## src/rtl/core/assert_macros.svh

```systemverilog
// shared assertion macros for the skinning blend block
`ifndef ASSERT_MACROS_SVH
`define ASSERT_MACROS_SVH

// property checked on every rising edge outside reset
`define ASSERT_CLK(lbl, clk, rst_n, prop, msg) \
    lbl: assert property (@(posedge clk) disable iff (!rst_n) prop) \
        else $error(msg);

// condition that must never hold outside reset
`define ASSERT_NEVER(lbl, clk, rst_n, expr, msg) \
    `ASSERT_CLK(lbl, clk, rst_n, !(expr), msg)

`endif

```

## src/rtl/core/ski_pkg.sv

```systemverilog
`timescale 1ns / 1ps

package ski_pkg;

    // palette geometry
    localparam int PAL_MATRICES = 128;
    localparam int IDX_W      = $clog2(PAL_MATRICES);
    localparam int LANES      = 4;
    localparam int COLS       = 4;
    localparam int ROWS       = 4;
    localparam int ROW_W      = $clog2(ROWS);
    localparam int COL_W      = $clog2(COLS);
    localparam int RAM_DEPTH  = PAL_MATRICES * ROWS;
    localparam int ADDR_W     = IDX_W + ROW_W;

    // arithmetic widths
    localparam int DATA_W     = 32;
    localparam int FRAC_W     = 16;
    localparam int WT_W       = FRAC_W + 1;
    localparam int SUM_W      = FRAC_W + 2;
    localparam int BITS_PER_STEP = 5;
    localparam int DIV_STEPS  = 4;
    localparam int NUM_W      = BITS_PER_STEP * DIV_STEPS;
    localparam int CNT_W      = $clog2(DIV_STEPS);
    localparam int PROD_W     = DATA_W + WT_W + 1;
    localparam int ACC_W      = PROD_W + 2;
    localparam int SHR_W      = ACC_W - FRAC_W;
    localparam int JC_W       = 8;

    // result queue
    localparam int FIFO_DEPTH = 8;
    localparam int FIFO_AW    = $clog2(FIFO_DEPTH);
    localparam int OCC_W      = FIFO_AW + 1;

    // item codes
    localparam logic ACT_WRITE = 1'b0;
    localparam logic ACT_BLEND = 1'b1;

    // configuration register indexes
    localparam logic CFG_JOINT_COUNT = 1'b0;
    localparam logic CFG_BAD_SCALE   = 1'b1;

    localparam logic [WT_W-1:0] WT_ONE = WT_W'(1) << FRAC_W;

    typedef struct packed {
        logic               action;
        logic [6:0]         palette_entry;
        logic [3:0]         element_slot;
        logic signed [31:0] element_value;
        logic signed [23:0] weight_0;
        logic signed [23:0] weight_1;
        logic signed [23:0] weight_2;
        logic signed [23:0] weight_3;
    } t_in_item;

    typedef struct packed {
        logic [1:0]         row;
        logic signed [31:0] col_0;
        logic signed [31:0] col_1;
        logic signed [31:0] col_2;
        logic signed [31:0] col_3;
        logic               last;
        logic               bad_weights;
        logic               saturated;
    } t_out_item;

    typedef struct packed {
        logic [LANES-1:0][IDX_W-1:0]  idx;
        logic [LANES-1:0][FRAC_W-1:0] frac;
        logic [SUM_W-1:0]             sum;
        logic                         bad_mode;
    } t_div_req;

    typedef struct packed {
        logic [LANES-1:0][IDX_W-1:0] idx;
        logic [LANES-1:0][WT_W-1:0]  wt;
        logic                        bad;
    } t_wts;

    typedef struct packed {
        logic              en;
        logic [ADDR_W-1:0] addr;
        logic [COL_W-1:0]  col;
        logic [DATA_W-1:0] data;
    } t_pal_wr;

endpackage

```

## src/rtl/core/ski_merge.sv

```systemverilog
`timescale 1ns / 1ps

module ski_merge (
    input  logic                i_clk,
    input  logic                i_rst_n,
    input  logic                i_valid,
    input  logic [ski_pkg::ROW_W-1:0] i_row,
    input  logic                i_bad,
    input  logic [ski_pkg::LANES-1:0][ski_pkg::COLS-1:0][ski_pkg::PROD_W-1:0] i_prod,
    output logic                o_valid,
    output ski_pkg::t_out_item  o_item
);
    import ski_pkg::*;

    logic                        r_valid;
    t_out_item                   r_item;
    logic [COLS-1:0][DATA_W-1:0] col_v;
    logic                        sat;

    // sum of lanes, floor to q16.16, clip to 32 bits
    always_comb begin
        logic signed [ACC_W-1:0] acc;
        logic signed [SHR_W-1:0] v;
        sat = 1'b0;
        for (int c = 0; c < COLS; c++) begin
            acc = '0;
            for (int k = 0; k < LANES; k++) begin
                acc = acc + ACC_W'($signed(i_prod[k][c]));
            end
            v = SHR_W'(acc >>> FRAC_W);
            if (v > SHR_W'(signed'(32'sh7fffffff))) begin
                col_v[c] = 32'h7fffffff;
                sat      = 1'b1;
            end else if (v < SHR_W'(signed'(32'sh80000000))) begin
                col_v[c] = 32'h80000000;
                sat      = 1'b1;
            end else begin
                col_v[c] = v[DATA_W-1:0];
            end
        end
    end

    // valid register
    always_ff @(posedge i_clk) begin
        if (!i_rst_n) begin
            r_valid <= 1'b0;
        end else begin
            r_valid <= i_valid;
        end
    end

    // result register
    always_ff @(posedge i_clk) begin
        r_item.row         <= i_row;
        r_item.col_0       <= col_v[0];
        r_item.col_1       <= col_v[1];
        r_item.col_2       <= col_v[2];
        r_item.col_3       <= col_v[3];
        r_item.last        <= (i_row == ROW_W'(ROWS - 1));
        r_item.bad_weights <= i_bad;
        r_item.saturated   <= sat;
    end

    assign o_valid = r_valid;
    assign o_item  = r_item;

endmodule
```

## config.mk

```make
export PLATFORM = sky130hd
export DESIGN_NAME = ski_merge
export DESIGN_NICKNAME = d
export VERILOG_FILES = /design/src/rtl/core/assert_macros.svh /design/src/rtl/core/ski_pkg.sv /design/src/rtl/core/ski_merge.sv
export SDC_FILE = /design/constraint.sdc
export NUM_CORES = 1
export LEC_CHECK = 0
export CAP_MARGIN = 10
export CORE_AREA = 2 2 371 373
export CTS_CLUSTER_DIAMETER = 120
export DETAILED_ROUTE_END_ITERATION = 6
export DIE_AREA = 0 0 373 375
export DONT_BUFFER_PORTS = 1
export GPL_ROUTABILITY_DRIVEN = 0
export MAX_ROUTING_LAYER = met4
export PLACE_DENSITY = 0.36
export SETUP_SLACK_MARGIN = 0.4
export SYNTH_ARGS = -nofsm -noshare
export SYNTH_HDL_FRONTEND = slang
export SYNTH_SLANG_ARGS = --single-unit
```

## constraint.sdc

```tcl
create_clock -name i_clk -period 6.6 [get_ports i_clk]
set_clock_uncertainty 0.2 [all_clocks]
set_input_delay 1.32 -clock i_clk [delete_from_list [all_inputs] [get_ports i_clk]]
set_output_delay 1.32 -clock i_clk [all_outputs]
set_load 0.02 [all_outputs]
```

## After elaboration in Yosys (flattened, before gate mapping)

Cells that the tools add are included.

| operators by class | value |
|---|---|
| add/sub/neg operators | 12 |
| magnitude comparators | 8 |
| eq/ne operators | 1 |
| mux-type cells | 5 |
| reduce and logical (&&, ||, !) cells | 1 |

Operators with widths:

| operator | number |
|---|---|
| $add A51 B50 Y52 | 4 |
| $add A52 B50 Y52 | 4 |
| $add A50 B50 Y51 | 4 |
| $gt A36 B32 Y1 const B | 4 |
| $lt A36 B32 Y1 const B | 4 |
| $mux W32 | 4 |
| $reduce_or A7 Y1 | 1 |
| $eq A2 B2 Y1 const B | 1 |
| $mux W1 | 1 |

| storage, ports and cells | value |
|---|---|
| register bits after elaboration | 134 |
| bits of input ports | 806 |
| output and inout bits | 134 |
| logic and storage cells | 36 |

## Logic depth before layout (Yosys ltp)

| logic depth | value |
|---|---|
| depth in word-level cells | 5 |
| mapped depth | 18 |
| gate-level depth less buffers | 16 |

## Least setup slack after synthesis

OpenSTA, ideal clock, no wires.

| timing | value |
|---|---|
| path kind | input-to-reg |
| from | input port i_prod[105] in the netlist's numbering |
| to | register r_item (netlist bit o_item[47]) |
| library setup time | 57 ps |
| data arrival time | 5,171 ps |
| required time | 6,343 ps |
| slack | 1,172 ps |
| stages on the path | 17 |
| buffers on the path | 1 |
| cells stage by stage | inv_1 -> fa_1 -> inv_1 -> fa_1 -> ha_1 -> a21o_1 -> a2111oi_0 -> a22oi_2 -> a31o_1 -> o211ai_1 -> o211a_1 -> o21ba_2 -> o21bai_1 -> xnor2_2 -> o41ai_4 -> buf_6 -> a21o_1 |

| between the ends | value |
|---|---|
| cells in the longest elaborated chain, start to end | 5 |
| elaborated cells on any way between the ends | 6 |
| those cells by class | add/sub (3); order compare (2); mux (1) |

RTL lines:

| what | line | RTL |
|---|---|---|
| start, declared | ski_merge.sv:9 | `input logic [ski_pkg::LANES-1:0][ski_pkg::COLS-1:0][ski_pkg::PROD_W-1:0] i_prod,` |
| $add A50 B50 Y51 * | ski_merge.sv:28 | `acc = acc + ACC_W'($signed(i_prod[k][c]));` |
| $add A51 B50 Y52 * | ski_merge.sv:28 |  |
| $add A52 B50 Y52 * | ski_merge.sv:28 |  |
| $lt A36 B32 Y1 | ski_merge.sv:34 | `end else if (v < SHR_W'(signed'(32'sh80000000))) begin` |
| $mux W32 | ski_merge.sv:34 |  |
| end, declared | ski_merge.sv:16 | `t_out_item r_item;` |

Every way passes the cells marked *; elsewhere a longest branch is shown, timed or not.
A chain may end at the register's enable or synchronous reset.

## Worst setup path after layout

| timing | value |
|---|---|
| from | input port i_prod[202] in the netlist's numbering |
| to | register r_item (netlist bit o_item[108]) |

The elaborated chain is that of the path after synthesis.

==> metrics.yaml <==
timing:
  worstMarginPinSlew_ns: 0.945
  setup_violations: 0
  post-route-period-util: 0.869
  finalMaxSlewViolations: 0
  fin_hold_ws_ns: 0.611
  layout_min_cycle_time_ns: 5.73
  fin_tns_setup_ns: 0
  max_freq_mhz: 174
  maxSlewHeadroom: 0.367
  rsz0062_at_grt: "false"
  finalHoldViolations: 0
clocking:
  numCtsBuffers: 17
  cts_resized: 0
  cts_root_buf: "clkbuf_16"
  cts_tree: "built"
  cts.sinks: 134
  cts.htree.levels: 4
  cts_buffer_depth: 2
  cts_setup_buffers: 0
  hold_buffers: 0
  clk_pin_slew_ns: 0.08
run_status:
  status: "finished, final reports clean"
logic_synthesis:
  synth_nets: 4587
  synth_cells: 3185
  yosys.area.top_type: "fa_1"
  synth_ff_type: "dfxtp_1"
  ys_types: 91
  yosys-top-cells-count: "1155 x inv_1, 400 x fa_1, 196 x ha_1, 178 x o21ai_0, 169 x a21oi_1"
  synthTopCellsByArea: "fa_1 31%, inv_1 17%, dfxtp_1 11%"
  syn_area_mm2: 0.0255
  yosysWarningCount: 0
  synth_seq_area_share: 0.105
  post-synth-top-count-cell: "inv_1"
  synth_edf_count: 0
  synth_top_area_share: 0.314
  syn_area_per_cell_um2: 8.02
  synthArstFlopShare: 0
  ys_seq_elements: 134
power_and_ir_drop:
  peakVddDrop_mv: 0.203
  design_power_total_mw: 9.87
  p_leak_nw: 15.1
  powerDensity_mw_per_mm2: 350
route:
  vias_per_cell: 4.04
  drt-wirelength-per-cell_um: 18.5
  wl_um: 91800
  drt-initial-drc-count: 760
  first_pass_iters: 6
  postRouteAntennaNets: 0
  vias: 20100
  drt_drc_violations_left: 0
setup_path:
  cp_max_fo: 31
  cp.required_ns: 6.78
  cp-start-kind: "input port"
  end_kind: "flip-flop"
  cp-startpoint: "i_prod[202]"
  crit_type: "in2reg"
  cp_data_arrival_time_ns: 5.91
floorplanning:
  core_area_mm2: 0.136
  die_width_um: 373
  initial_utilization: 0.187
  fp.dieH_um: 375
  die-area_mm2: 0.140
  io_pins: 940
  num_rows: 136
placed_design:
  placed_cell_area_mm2: 0.0277
  hpwl_um: 83400
  portBuffers: 0
global_route:
  antenna_found_initial: 2
  grt_use_met2: 0.221
  grt_pass1_vias: 21600
  grt_use_met3: 0.0294
  met1_usage: 0.160
  grt_pass1_wl_um: 136000
  grt_max_degree: 32
  grt.busiest_layer: "met2"
  track_usage: 0.133
  grt-ovfl-total: 0
hold_path:
  worst_hold_path_type: "in2reg"
  worstHoldStart: "i_bad"
final_layout:
  drive_gt1_frac: 0.0255
  fill_cells: 15400
  fin_nets: 4567
  area_delta_synth_final_pct: 10.5
  final_area_mm2: 0.0282
flow_run:
  drv_cap: 0
-- metal layers --
metal  vias up  routed length, um
met1      9731              39600
met4         0               2590
li1       9655                  -
met3        87               4470
met2       600              45200
met5         -                  0
-- final cells by class --
| cell class | count | area (um^2) | area share |
|---|---|---|---|
| Tap cell | 1794 | 2240 | 0.0796 |
| Timing Repair Buffer | 18 | 148 | 0.00523 |
| Inverter | 1155 | 4340 | 0.154 |
| Multi-Input combinational cell | 1839 | 18300 | 0.648 |
| Clock inverter | 10 | 83.8 | 0.00297 |
| Clock buffer | 20 | 447 | 0.0158 |
| Antenna cell | 2 | 5.00 | 0.000177 |
| Sequential cell | 134 | 2680 | 0.0951 |
-- metrics by stage --
| step | std cells | utilization | setup slack (ns) |
|---|---|---|---|
| floorplan | 3185 | - | 1.17 |
| global placement | 4940 | 0.203 | 0.334 |
| detailed placement | 4940 | 0.203 | 0.290 |
| CTS | 4970 | 0.207 | 0.843 |
| global route | 4971 | 0.207 | 0.513 |
| finish | 4972 | 0.207 | 0.865 |
-- path summary, 6_finish.rpt --
path                     endpoint  slack [ns]  cells past startpoint
worst max-delay path  o_item[108]        0.87                     17
worst min-delay path    o_item[1]        0.61                      0
-- where the power goes --
group | internal (mW) | total (mW) | switching, mW | leakage [nW]
Clock | 0.517 | 0.973 | 0.456 | 0.261
Sequential | 1.29 | 2.17 | 0.886 | 1.13
Combinational | 2.63 | 6.73 | 4.10 | 13.7
Total | 4.43 | 9.87 | 5.44 | 15.1
-- worst max-delay path, cell delays in order --
cell and delay (ns):
inv_1 0.12, fa_1 0.46, fa_1 0.50, inv_1 0.04, ha_1 0.26, and4b_1 0.20
o31a_1 0.27, o21ai_1 0.32, a31oi_1 0.17, o21ai_1 0.40, a21oi_1 0.23, a221oi_2 0.32
xnor2_1 0.13, or4_1 0.54, nand2b_1 0.09, buf_4 0.30, o21ai_0 0.20
-- cells by family (layout without fill, tap and decap cells) --
family / Yosys count / after routing / share of synthesized area
compound gates: 683 / 683 / 0.175
buf+inv: 1212 / 1203 / 0.180
xor+xnor: 137 / 137 / 0.0473
other cells: 0 / 2 / 0
mux: 7 / 7 / 0.00279
flops: 134 / 134 / 0.105
simple gates: 416 / 416 / 0.0807
fa+ha+maj: 596 / 596 / 0.410
-- state kept, by name (all words and copies together), names as in the netlist --
| register | count |
|---|---|
| o_item | 133 |
| o_valid | 1 |
-- cell usage in the layout, fill, tap and decap left out, drive strengths merged, types with 6 or more instances in the layout --
cell	n
a211oi	31
a21o	119
a21oi	169
a31oi	21
and2	14
and3	18
buf	18
clkbuf	20
clkinv	7
dfxtp	134
fa	400
ha	196
inv	1155
mux2i	6
nand2	134
nand2b	15
nand3	31
nand4	41
nor2	86
nor2b	19
nor3	22
nor4	7
o211ai	14
o21a	29
o21ai	187
o21bai	23
o31ai	16
xnor2	72
xor2	65
Note: power is estimated with default switching activity, not from simulation.
