File: config.mk
export PLATFORM = sky130hd
export DESIGN_NAME = ski_div
export DESIGN_NICKNAME = d
export VERILOG_FILES = /design/src/rtl/core/assert_macros.svh /design/src/rtl/core/ski_pkg.sv /design/src/rtl/core/ski_div.sv
export SDC_FILE = /design/constraint.sdc
export NUM_CORES = 1
export LEC_CHECK = 0
export BUFFER_PORTS_ARGS = -buffer_cell sky130_fd_sc_hd__buf_2
export CAP_MARGIN = 30
export CORE_MARGIN = 2
export CORE_UTILIZATION = 58
export CTS_BUF_LIST = sky130_fd_sc_hd__clkbuf_4
export DETAILED_ROUTE_END_ITERATION = 8
export GPL_ROUTABILITY_DRIVEN = 0
export PLACE_DENSITY = 0.8
export SLEW_MARGIN = 20
export SYNTH_ARGS = -nofsm -noshare
export SYNTH_HDL_FRONTEND = slang
export SYNTH_SLANG_ARGS = --single-unit
export TNS_END_PERCENT = 20
File: constraint.sdc
create_clock -name i_clk -period 17.5 [get_ports i_clk]
set_input_delay 3.5 -clock i_clk [delete_from_list [all_inputs] [get_ports i_clk]]
set_output_delay 3.5 -clock i_clk [all_outputs]
set_load 0.01 [all_outputs]
File: src/rtl/core/assert_macros.svh
// shared assertion macros for the skinning blend block
`ifndef ASSERT_MACROS_SVH
`define ASSERT_MACROS_SVH

// property checked on every rising edge outside reset
`define ASSERT_CLK(lbl, clk, rst_n, prop, msg) \
    lbl: assert property (@(posedge clk) disable iff (!rst_n) prop) \
        else $error(msg);

// condition that must never hold outside reset
`define ASSERT_NEVER(lbl, clk, rst_n, expr, msg) \
    `ASSERT_CLK(lbl, clk, rst_n, !(expr), msg)

`endif

File: src/rtl/core/ski_pkg.sv
`timescale 1ns / 1ps

package ski_pkg;

    // palette geometry
    localparam int PAL_MATRICES = 128;
    localparam int IDX_W      = $clog2(PAL_MATRICES);
    localparam int LANES      = 4;
    localparam int COLS       = 4;
    localparam int ROWS       = 4;
    localparam int ROW_W      = $clog2(ROWS);
    localparam int COL_W      = $clog2(COLS);
    localparam int RAM_DEPTH  = PAL_MATRICES * ROWS;
    localparam int ADDR_W     = IDX_W + ROW_W;

    // arithmetic widths
    localparam int DATA_W     = 32;
    localparam int FRAC_W     = 16;
    localparam int WT_W       = FRAC_W + 1;
    localparam int SUM_W      = FRAC_W + 2;
    localparam int BITS_PER_STEP = 5;
    localparam int DIV_STEPS  = 4;
    localparam int NUM_W      = BITS_PER_STEP * DIV_STEPS;
    localparam int CNT_W      = $clog2(DIV_STEPS);
    localparam int PROD_W     = DATA_W + WT_W + 1;
    localparam int ACC_W      = PROD_W + 2;
    localparam int SHR_W      = ACC_W - FRAC_W;
    localparam int JC_W       = 8;

    // result queue
    localparam int FIFO_DEPTH = 8;
    localparam int FIFO_AW    = $clog2(FIFO_DEPTH);
    localparam int OCC_W      = FIFO_AW + 1;

    // item codes
    localparam logic ACT_WRITE = 1'b0;
    localparam logic ACT_BLEND = 1'b1;

    // configuration register indexes
    localparam logic CFG_JOINT_COUNT = 1'b0;
    localparam logic CFG_BAD_SCALE   = 1'b1;

    localparam logic [WT_W-1:0] WT_ONE = WT_W'(1) << FRAC_W;

    typedef struct packed {
        logic               action;
        logic [6:0]         palette_entry;
        logic [3:0]         element_slot;
        logic signed [31:0] element_value;
        logic signed [23:0] weight_0;
        logic signed [23:0] weight_1;
        logic signed [23:0] weight_2;
        logic signed [23:0] weight_3;
    } t_in_item;

    typedef struct packed {
        logic [1:0]         row;
        logic signed [31:0] col_0;
        logic signed [31:0] col_1;
        logic signed [31:0] col_2;
        logic signed [31:0] col_3;
        logic               last;
        logic               bad_weights;
        logic               saturated;
    } t_out_item;

    typedef struct packed {
        logic [LANES-1:0][IDX_W-1:0]  idx;
        logic [LANES-1:0][FRAC_W-1:0] frac;
        logic [SUM_W-1:0]             sum;
        logic                         bad_mode;
    } t_div_req;

    typedef struct packed {
        logic [LANES-1:0][IDX_W-1:0] idx;
        logic [LANES-1:0][WT_W-1:0]  wt;
        logic                        bad;
    } t_wts;

    typedef struct packed {
        logic              en;
        logic [ADDR_W-1:0] addr;
        logic [COL_W-1:0]  col;
        logic [DATA_W-1:0] data;
    } t_pal_wr;

endpackage

File: src/rtl/core/ski_div.sv
`timescale 1ns / 1ps

module ski_div (
    input  logic            i_clk,
    input  logic            i_rst_n,
    input  logic            i_req_valid,
    output logic            o_req_ready,
    input  ski_pkg::t_div_req i_req,
    output logic            o_idle,
    output logic            o_wts_valid,
    input  logic            i_wts_ready,
    output ski_pkg::t_wts   o_wts
);
    import ski_pkg::*;

    logic                              r_busy;
    logic                              r_hold;
    logic [CNT_W-1:0]                  r_cnt;
    logic [LANES-1:0][SUM_W-1:0]       r_rem;
    logic [LANES-1:0][NUM_W-1:0]       r_num;
    logic [LANES-1:0][NUM_W-1:0]       r_q;
    logic [SUM_W-1:0]                  r_sum;
    logic [LANES-1:0][IDX_W-1:0]       r_idx;
    logic                              r_bad;
    logic                              r_mode;

    logic [LANES-1:0][SUM_W-1:0]       n_rem;
    logic [LANES-1:0][NUM_W-1:0]       n_num;
    logic [LANES-1:0][NUM_W-1:0]       n_q;
    logic [LANES-1:0][NUM_W-1:0]       q_sel;
    logic                              handoff;
    logic                              load;

    // several restoring steps per cycle in every lane
    always_comb begin
        logic [SUM_W-1:0] rem;
        logic [NUM_W-1:0] num;
        logic [NUM_W-1:0] q;
        logic [SUM_W:0]   t;
        for (int k = 0; k < LANES; k++) begin
            rem = r_rem[k];
            num = r_num[k];
            q   = r_q[k];
            for (int s = 0; s < BITS_PER_STEP; s++) begin
                t = {rem, num[NUM_W-1]};
                if (t >= {1'b0, r_sum}) begin
                    rem = SUM_W'(t - {1'b0, r_sum});
                    q   = {q[NUM_W-2:0], 1'b1};
                end else begin
                    rem = t[SUM_W-1:0];
                    q   = {q[NUM_W-2:0], 1'b0};
                end
                num = {num[NUM_W-2:0], 1'b0};
            end
            n_rem[k] = rem;
            n_num[k] = num;
            n_q[k]   = q;
        end
    end

    // weights out, with the zero-sum replacement
    always_comb begin
        q_sel       = r_hold ? r_q : n_q;
        o_wts_valid = r_busy && (r_hold || (r_cnt == CNT_W'(DIV_STEPS - 1)));
        o_wts.idx   = r_idx;
        o_wts.bad   = r_bad;
        for (int k = 0; k < LANES; k++) begin
            if (r_bad) begin
                o_wts.wt[k] = ((k == 0) && r_mode) ? WT_ONE : '0;
            end else begin
                o_wts.wt[k] = q_sel[k][WT_W-1:0];
            end
        end
    end

    assign handoff     = o_wts_valid && i_wts_ready;
    assign o_req_ready = !r_busy || handoff;
    assign load        = i_req_valid && o_req_ready;
    assign o_idle      = !r_busy;

    // control
    always_ff @(posedge i_clk) begin
        if (!i_rst_n) begin
            r_busy <= 1'b0;
            r_hold <= 1'b0;
            r_cnt  <= '0;
        end else if (load) begin
            r_busy <= 1'b1;
            r_hold <= 1'b0;
            r_cnt  <= '0;
        end else if (handoff) begin
            r_busy <= 1'b0;
            r_hold <= 1'b0;
        end else if (r_busy && !r_hold) begin
            r_cnt <= r_cnt + CNT_W'(1);
            if (r_cnt == CNT_W'(DIV_STEPS - 1)) begin
                r_hold <= 1'b1;
            end
        end
    end

    // datapath
    always_ff @(posedge i_clk) begin
        logic [2*FRAC_W-1:0] nfull;
        if (load) begin
            for (int k = 0; k < LANES; k++) begin
                nfull    = {i_req.frac[k], FRAC_W'(0)};
                r_rem[k] <= SUM_W'(nfull >> NUM_W);
                r_num[k] <= nfull[NUM_W-1:0];
                r_q[k]   <= '0;
            end
            r_sum  <= i_req.sum;
            r_idx  <= i_req.idx;
            r_bad  <= (i_req.sum == '0);
            r_mode <= i_req.bad_mode;
        end else if (r_busy && !r_hold) begin
            r_rem <= n_rem;
            r_num <= n_num;
            r_q   <= n_q;
        end
    end

endmodule

# --- Yosys cells after proc, flatten, opt, wreduce, memory -nomap -nowiden ---
# Cells that the tools add are included.
# Widths: inputs -> output; s select.
classes:
  addsub: 21
  n_lt_le_gt_ge: 20
  n_eq_ne: 1
  n_mux: 52
  bitwise: 2
  n_reduce_logical: 15
ops:
  columns: ["cell", "n"]
  rows:
  - ["$ge 19x18->1", 20]
  - ["$mux 18", 20]
  - ["$sub 18x18->18", 20]
  - ["$mux 80", 2]
  - ["$mux 66", 2]
  - ["$mux 17", 5]
  - ["$mux 77", 1]
  - ["$mux 1", 22]
  - ["$logic_not 18->1", 1]
  - ["$logic_and 1x1->1", 4]
  - ["$reduce_and 2->1", 2]
  - ["$reduce_bool 2->1", 2]
  - ["$reduce_or 3->1", 1]
  - ["$add 2x1->2 const B", 1]
  - ["$eq 2x2->1 const B", 1]
  - ["$logic_not 1->1", 2]
  - ["$logic_or 1x1->1", 2]
  - ["$not 1->1", 2]
  - ["$reduce_or 2->1", 1]
totals:
  ff_bits: 217
  input_bits: 115

# --- Logic depth before layout (Yosys ltp) ---
logic_depth:
  depth_word: 12
  mapped_depth: 67

# --- Worst setup path before layout ---
# OpenSTA, ideal clock, no wires.
synth_path:
  path_type: "register to output"
  start: "register r_sum[1]"
  end: "output o_wts[52] (netlist bit)"
  t_arrival_ns: 13.993
  path_slack_ns: 0.007
  stages_incl_launch_ff: 61
  n_path_buf: 8
  cell_sequence: "edfxtp_1 inv_1 ha_1 nor2b_1 o31a_1 a21o_1 o211a_1 a21oi_1 clkbuf_1 nor2_1 a21oi_1 inv_1 ha_1 nor2b_1 o31a_1 o31ai_1 a31oi_1 o31ai_1 (+25 left out) buf_2 buf_4 nand2_1 o21ai_0 inv_1 ha_1 nor2b_1 o21a_1 o21ai_0 a211oi_1 a31oi_1 a21oi_1 nand2_1 nand2_1 o31ai_1 o211ai_1 mux2i_1 nor2_1"
synth_rtl:
  columns: ["element", "line", "text"]
  rows:
  - ["from (decl)", "ski_div.sv:22", "logic [SUM_W-1:0] r_sum;"]
  - ["from (signal assigned)", "ski_div.sv:112", "r_sum <= i_req.sum;"]
  - ["to (decl)", "ski_div.sv:12", "output ski_pkg::t_wts o_wts"]

==> impl_metrics.ini <==
[floorplanning]
initial_core_util_pct = 59.0
io_pins = 215
die_x_um = 227
dieArea_um2 = 51700
die_y_um = 227
rows = 81
core-area_um2 = 49100

[setup_path]
cp_num_buf_inv = 6
cp_top_family = compound AO/OA/AOI/OAI gates
crit_type = flop to output pin
critPathSlowestCell = o41ai_1
crit_top_cell = ha_1
slowest_delay_ns = 0.64
crit_path_max_fanout = 10
worstSetupStartpointType = flop
critical_path_required_ns = 14.00
reg2reg_slack_ns = 3.71
arrival_ns = 13.64
end_kind = output pin

[clocking]
cts_sinks = 208
path_clk_slew_ns = 0.07
cts-root-buf = clkbuf_4
clockBufferDepth = 3
htreeDepth = 2
insertion_delay_ns = 0.89
cts_tree = done
cts_buffers = 59

[yosys]
async_flop_share_pct = 0
syn_nets = 3993
synth_area_leader_cell = ha_1
synth_edf_count = 112
yosysWarnings = 0
synth.area.top_cells = ha_1 (16%), edfxtp_1 (12%), dfxtp_1 (6.6%)
synth_area_per_cell_um2 = 8.28
netlist_top_cells_count = ha_1 (361), nor2_1 (297), a21oi_1 (259)
synth_cell_types = 95
synth_seq_cells = 208
synth.top_cell.area_share_pct = 15.6
synth_flop_cell = edfxtp_1
yosysMostFrequentCell = ha_1
synth_seq_area_share_pct = 18.3
synthCells = 3497
syn_area_um2 = 28900

[routing]
drc_errors = 0
avgRoutedWirePerCell_um = 22.2
drt-total-wl_um = 99900
drtIter0Drc = 3258
firstDrtPassIters = 6
via_per_inst = 6.58
antenna_left = 0
via_count = 29700

[sta]
drv_slew = 0
fmax_mhz = 58.3
rsz0062_at_grt = true
fin_worst_skew_ns = 0.133
setup_viol = 0
fin_crit_sh_pct = 97.9
relSlewSlack_pct = 35.6
period_minus_slack_ns = 17.14
tightest_slew_ns = 0.966
finalHoldViolations = 0

[place]
io_buffers = 214
hpwl_um = 73700
post_dp_cell_area_um2 = 31100
placed_cells = 4348

[cells_and_area]
multiInputGateArea_um2 = 23200
fin_nets = 4279
syn2layout_area_growth_pct = 13.8
drive_gt1_share_pct = 19.1
fillers = 4100
final_cell_count_no_fill = 4505
seqCellArea_um2 = 5290
finalInstanceArea_um2 = 32900

[global_route]
grt_pass1_vias = 27000
grt_max_degree = 85
grt_pass1_wl_um = 148000
overflow = 0
grt_util_all_layers_pct = 36.7
antenna_found_initial = 5

[worst_hold_path]
min_path_type = flop to flop

[job]
max-cap-violations = 0

[run_status]
outcome = complete, no violations
[cell families (layout without fill, tap and decap cells)]
kind of cell / Yosys count / after routing / synth area share (%)
other: 0 / 7 / 0
muxes: 324 / 325 / 12.0
buffers and inverters: 269 / 605 / 3.73
AOI/OAI and AO/OA: 1085 / 1085 / 25.1
and+or+nand+nor: 985 / 985 / 16.5
adders and majority gates: 381 / 381 / 17.0
DFF: 208 / 208 / 18.3
xor gates and xnor gates: 245 / 245 / 7.41
[per-layer routing]
metal  up-vias  wire length, um  track usage [%]
met3       436            11400             8.44
met5         -                0                0
met1     13600            40100             47.6
met4         0             7040             23.9
met2      1803            41300             54.7
li1      13800                -                -
[sequential cells by signal, summed over array words and instances, names as in the netlist]
| signal | count |
|---|---|
| o_wts | 28 |
| r_bad | 1 |
| r_cnt | 2 |
| r_mode | 1 |
| r_sum | 18 |
| r_rem | 72 |
| r_busy | 1 |
| r_q | 68 |
| r_hold | 1 |
| r_num | 16 |
[layout by cell type (no fill, tap or decap), types with 143 or more instances in the layout]
cell type,Yosys,final
nand2_1,222,220
xnor2_1,169,169
ha_1,361,352
mux2_2,159,157
a21oi_1,259,242
inv_1,163,157
mux2i_1,152,143
nor2_1,297,293
buf_2,13,216
o21ai_0,224,197
[tightest hold or removal path, delay by kind of cell, from the launching register on]
kind / cells / cell delay (ns)
and+or+nand+nor: 1 / 0.04
AOI/OAI and AO/OA: 1 / 0.06
DFF: 1 / 0.33
[per-stage QoR]
step | setup TNS [ns] | util [%] | setup WS [ns] | hold WS, ns
after global routing | -0.427 | 67.1 | -0.131 | 0.491
final | 0 | 67.1 | 0.359 | 0.462
after CTS | -0.0152 | 65.4 | -0.0152 | 0.466
after detailed placement | 0 | 63.3 | 0.242 | 0.449
after floorplan | 0 | - | 0.00690 | 0.426
after global placement | 0 | 63.3 | 0.346 | 0.451
[layout make-up]
cell class,instances,share of cell area (%)
well taps,664,2.52
clock buffers,87,1.98
clock inverters,25,0.509
diodes,7,0.0532
flip-flops and latches,208,16.1
multi-input cells,3021,70.4
repair buffers,329,6.54
inverters,164,1.90
[final timing paths]
check	start	endpoint	depth (start not counted)
worst min-delay path	r_rem[17]	r_rem[17]	2
worst max-delay path	r_sum[2]	o_wts[18]	55
worst max register to register	r_sum[7]	r_rem[63]	57
worst min register to register	r_rem[17]	r_rem[17]	2
[timing repair]
| action | in CTS | in global routing |
|---|---|---|
| setup buffers | 6 | 25 |
| hold buffers | 0 | 0 |
| resized for setup | 45 | 137 |
| endpoints found under the hold margin | 0 | 0 |
| setup endpoints to repair | 4 | 4 |
| pin swaps | 2 | 20 |
| cloned | 0 | 4 |
Power is not shown: default switching activity piles up to over one toggle a cycle in this logic, so the estimate is an artifact.
